$ cat config.mk
export PLATFORM = sky130hd
export DESIGN_NAME = flws_front
export DESIGN_NICKNAME = d
export VERILOG_FILES = /design/src/rtl/core/flws_pkg.sv /design/src/rtl/core/flws_front.sv
export SDC_FILE = /design/constraint.sdc
export NUM_CORES = 1
export LEC_CHECK = 0
export BUFFER_PORTS_ARGS = -buffer_cell sky130_fd_sc_hd__buf_2
export CAP_MARGIN = 40
export CORE_MARGIN = 1.5
export CORE_UTILIZATION = 35
export DETAILED_ROUTE_END_ITERATION = 8
export MAX_ROUTING_LAYER = met4
export SLEW_MARGIN = 25
export SYNTH_ARGS = -nofsm -noshare
export SYNTH_HDL_FRONTEND = slang
export SYNTH_SLANG_ARGS = --single-unit
export TNS_END_PERCENT = 50
$ cat constraint.sdc
create_clock -name clk -period 4.1 [get_ports clk]
set_input_delay 0.41 -clock clk [delete_from_list [all_inputs] [get_ports clk]]
set_output_delay 0.41 -clock clk [all_outputs]
set_load 0.01 [all_outputs]
$ cat src/rtl/core/flws_pkg.sv
package flws_pkg;

    localparam int DEF_MAX_LIGHTS = 256;

    localparam int ID_W   = 16;
    localparam int FLUX_W = 32;
    localparam int FRAC_W = 32;
    localparam int TOT_W  = 40;

    localparam logic [FRAC_W-1:0] FRAC_MAX = '1;
    localparam logic [TOT_W-1:0]  TOT_MAX  = '1;

    typedef enum logic
    {
        OP_LOAD   = 1'b0,
        OP_SAMPLE = 1'b1
    } op_t;

    typedef enum logic [1:0]
    {
        ST_OK        = 2'd0,
        ST_NO_LIGHTS = 2'd1,
        ST_FULL      = 2'd2,
        ST_DISCARDED = 2'd3
    } status_t;

    // One queued item as handed from the front end to the back end.
    typedef struct packed
    {
        op_t               op;
        logic [ID_W-1:0]   light_id;
        logic [FLUX_W-1:0] flux;
        logic              is_virtual;
        logic [FRAC_W-1:0] random_fraction;
    } item_t;

endpackage

$ cat src/rtl/core/flws_front.sv
module flws_front
(
    input  logic                    clk,
    input  logic                    rst_n,
    input  logic                    in_valid,
    output logic                    in_stall,
    input  logic                    op,
    input  logic [15:0]             light_id,
    input  logic [31:0]             flux,
    input  logic                    is_virtual,
    input  logic [31:0]             random_fraction,
    output logic                    q_valid,
    input  logic                    q_pop,
    output flws_pkg::item_t         q_item
);
    import flws_pkg::*;

    // Two-entry queue that decouples intake from the back end.
    item_t       q_mem [2];
    logic        wr_ptr_reg, wr_ptr_next;
    logic        rd_ptr_reg, rd_ptr_next;
    logic [1:0]  cnt_reg, cnt_next;
    logic        push;
    logic        pop;
    item_t       in_item;

    assign in_stall = (cnt_reg == 2'd2);
    assign push     = in_valid && !in_stall;
    assign q_valid  = (cnt_reg != 2'd0);
    assign pop      = q_pop && q_valid;
    assign q_item   = q_mem[rd_ptr_reg];

    always_comb
    begin
        in_item.op              = op_t'(op);
        in_item.light_id        = light_id;
        in_item.flux            = flux;
        in_item.is_virtual      = is_virtual;
        in_item.random_fraction = random_fraction;
    end

    always_comb
    begin
        wr_ptr_next = push ? ~wr_ptr_reg : wr_ptr_reg;
        rd_ptr_next = pop  ? ~rd_ptr_reg : rd_ptr_reg;
        cnt_next    = cnt_reg + {1'b0, push} - {1'b0, pop};
    end

    always_ff @(posedge clk)
    begin
        if (push)
        begin
            q_mem[wr_ptr_reg] <= in_item;
        end
    end

    always_ff @(posedge clk or negedge rst_n)
    begin
        if (!rst_n)
        begin
            wr_ptr_reg <= 1'b0;
            rd_ptr_reg <= 1'b0;
            cnt_reg    <= 2'd0;
        end
        else
        begin
            wr_ptr_reg <= wr_ptr_next;
            rd_ptr_reg <= rd_ptr_next;
            cnt_reg    <= cnt_next;
        end
    end

endmodule

==> impl_metrics.ini <==
[outcome]
status = complete, no violations

[place]
gp_congestion = 0.7028
hpwlAfterDp_mm = 7.647
dp.cells = 667
io_buffers = 169

[critical_path]
end_kind = primary output
reg2reg_depth = 5
r2r_start = cnt_reg[1]
start_kind = register
r2r_slack_ns = 2.01
crit_start = rd_ptr_reg
arrival_ns = 2.28
reg2reg_to = q_mem[0][66]
cp_max_fo = 48
crit_type = reg -> out
required_ns = 3.69

[cells_and_area]
largest_reg_flops = 164
fin_nets = 546
area_delta_synth_final_pct = 25.15
postLayoutCoreUtil = 0.4490
fin_cells = 700
drive_gt1_frac = 0.6013

[timing]
fin_skew_ns = 0.004931
fin_crit_sh = 0.6567
setup_tns_ns = 0
whs_ns = 0.1785
relSlewSlack = 0.5225
period_minus_slack_ns = 2.693
rsz0062_at_grt = no
slew_violations = 0
finalHoldViolations = 0
fmax_ghz = 0.3714
setup_viol = 0
worst_slew_pin_slew_ns = 0.7163

[cts]
clkSlewWorstSetupHoldPaths_ns = 0.06
cts.sinks = 168
postCtsResizedCells = 0
post_cts_buffers = 0
cts_tree = done
clk_latency_ns = 0.41
root_buffer = clkbuf_16
cts-buffers-inserted = 17
clk_path_buf_depth = 2
ctsHtreeMaxLevel = 4

[synthesis]
syn-instance-count = 273
avgSynthCellArea_um2 = 23.69
synth_seq_area_share = 0.7769
synth_area_leader_cell = edfxtp_1
ys_seq_elements = 168
synth.top_cells.by_area = edfxtp_1 (76%), mux2_4 (16%), buf_12 (2.2%)
synth_nets = 361
ys.warnings.count = 0
synth_cell_types = 17
yosysTopAreaCellShare = 0.7615
syn_area_mm2 = 0.006467

[drt]
wl_per_cell_um = 16.51
drtIter0Drc = 175
antenna_left = 0
first_pass_iters = 4
vias = 3105
remaining_drc_errors = 0
vias_per_cell = 4.436
wl_mm = 11.56

[die]
die_area_mm2 = 0.01930
start_util = 0.3588
io-pin-count = 170
core_mm2 = 0.01802
placementRows = 49
die_width_um = 138.9
die_h_um = 138.9

[power]
power_switching_share = 0.2842
ir_worst_vdd_mv = 0.4586
p_comb_frac = 0.313
finalPower_mw = 5.762
switchingPower_mw = 1.638
clockPowerShare = 0.246
internal_power_mw = 4.125
power.density_mw_per_mm2 = 711.9
p_leak_nw = 3.212
power_frac_seq = 0.442

[global_route]
grt_use_total = 0.1278
antenna_found_initial = 2
grt_start_max_net_pins = 49
grt_pass1_wl_mm = 18.13
grt_pass1_vias = 3372
grt_overflow = 0

[run]
cap_violations = 0

[worst_hold_path]
hold_class = in -> reg
whs_endpoint = q_mem[0][74]
hold_start = light_id[9]
min_path_cells = 1
critical path, stage by stage (launching register included):
cell and delay (ns):
dfrtp_4 0.88, buf_12 0.36, mux2_2 0.38, buf_2 0.14
logic make-up after synthesis:
kind of cell,count (synthesis),share of synthesized area
xor gates and xnor gates,4,0.005418
adders and majority gates,2,0.003869
buffers and inverters,11,0.02534
DFF,168,0.7769
muxes,82,0.1834
and+or+nand+nor,6,0.005031
placed cells by master (no fill, tap or decap), drive strengths merged:
cell | synthesis | routed
bufinv | 0 | 1
edfxtp | 164 | 164
nand2 | 1 | 1
and2 | 1 | 1
clkinv | 0 | 8
or2 | 1 | 1
mux2 | 82 | 82
dlygate4sd3 | 0 | 1
nor2 | 1 | 1
clkinvlp | 0 | 1
dfrtp | 4 | 4
inv | 2 | 3
xnor2 | 3 | 3
xor2 | 1 | 1
ha | 2 | 2
nand2b | 1 | 1
buf | 9 | 174
and3 | 1 | 1
clkbuf | 0 | 19
diode | 0 | 2
power groups by stage:
stage / Combinational, mW / Sequential, mW / Clock (mW)
6_report: 1.80 / 2.54 / 1.42
5_1_grt: 1.94 / 2.58 / 1.54
4_1_cts: 1.85 / 2.55 / 1.47
3_5_place_dp: 1.85 / 2.59 / 0
3_3_place_gp: 1.78 / 2.58 / 0
2_1_floorplan: 1.41 / 2.48 / 0
metal layers:
metal	share of wire	routed length, um	global-route usage
met5	0	0	-
met4	0.016	187	0.05373
met3	0.058	673	0.04316
met2	0.50	5807	0.2058
met1	0.42	4889	0.1463
stage by stage:
stage                     cell area [um^2]  worst slack, ns
after floorplan                       6470           0.9462
after global placement                7507            1.833
after detailed placement              7562            1.825
after CTS                             8089            1.367
after global routing                  8094            1.294
final                                 8094            1.407
worst max-delay path by stage:
stage	to	slack, ns
3_3_place_gp	q_mem[0][70]	1.83
6_report	q_item[81]	1.41
5_1_grt	q_item[72]	1.29
2_1_floorplan	q_mem[0][0]	0.95
3_5_place_dp	q_item[75]	1.82
4_1_cts	q_item[75]	1.37
layout make-up:
cell class / count / area, um^2
Inverter: 2 / 7.507
Timing Repair Buffer: 175 / 958.4
Fill cell: 1614 / 9931
Antenna cell: 2 / 5.005
Clock buffer: 19 / 432.9
Clock inverter: 11 / 83.83
Tap cell: 229 / 286.5
Sequential cell: 168 / 5029
Multi-Input combinational cell: 94 / 1291
Yosys cell counts:
master / instances
and2_1: 1
and3_1: 1
buf_12: 7
buf_2: 1
buf_6: 1
dfrtp_1: 4
edfxtp_1: 164
ha_1: 2
inv_1: 2
mux2_2: 12
mux2_4: 70
nand2_1: 1
nand2b_1: 1
nor2_1: 1
or2_1: 1
xnor2_1: 3
xor2_1: 1
repair_timing:
item	in CTS	in global routing
hold buffers	1	0
setup endpoints to repair	0	0
endpoints found under the hold margin	4	0
(Power assumes the default switching activity.)
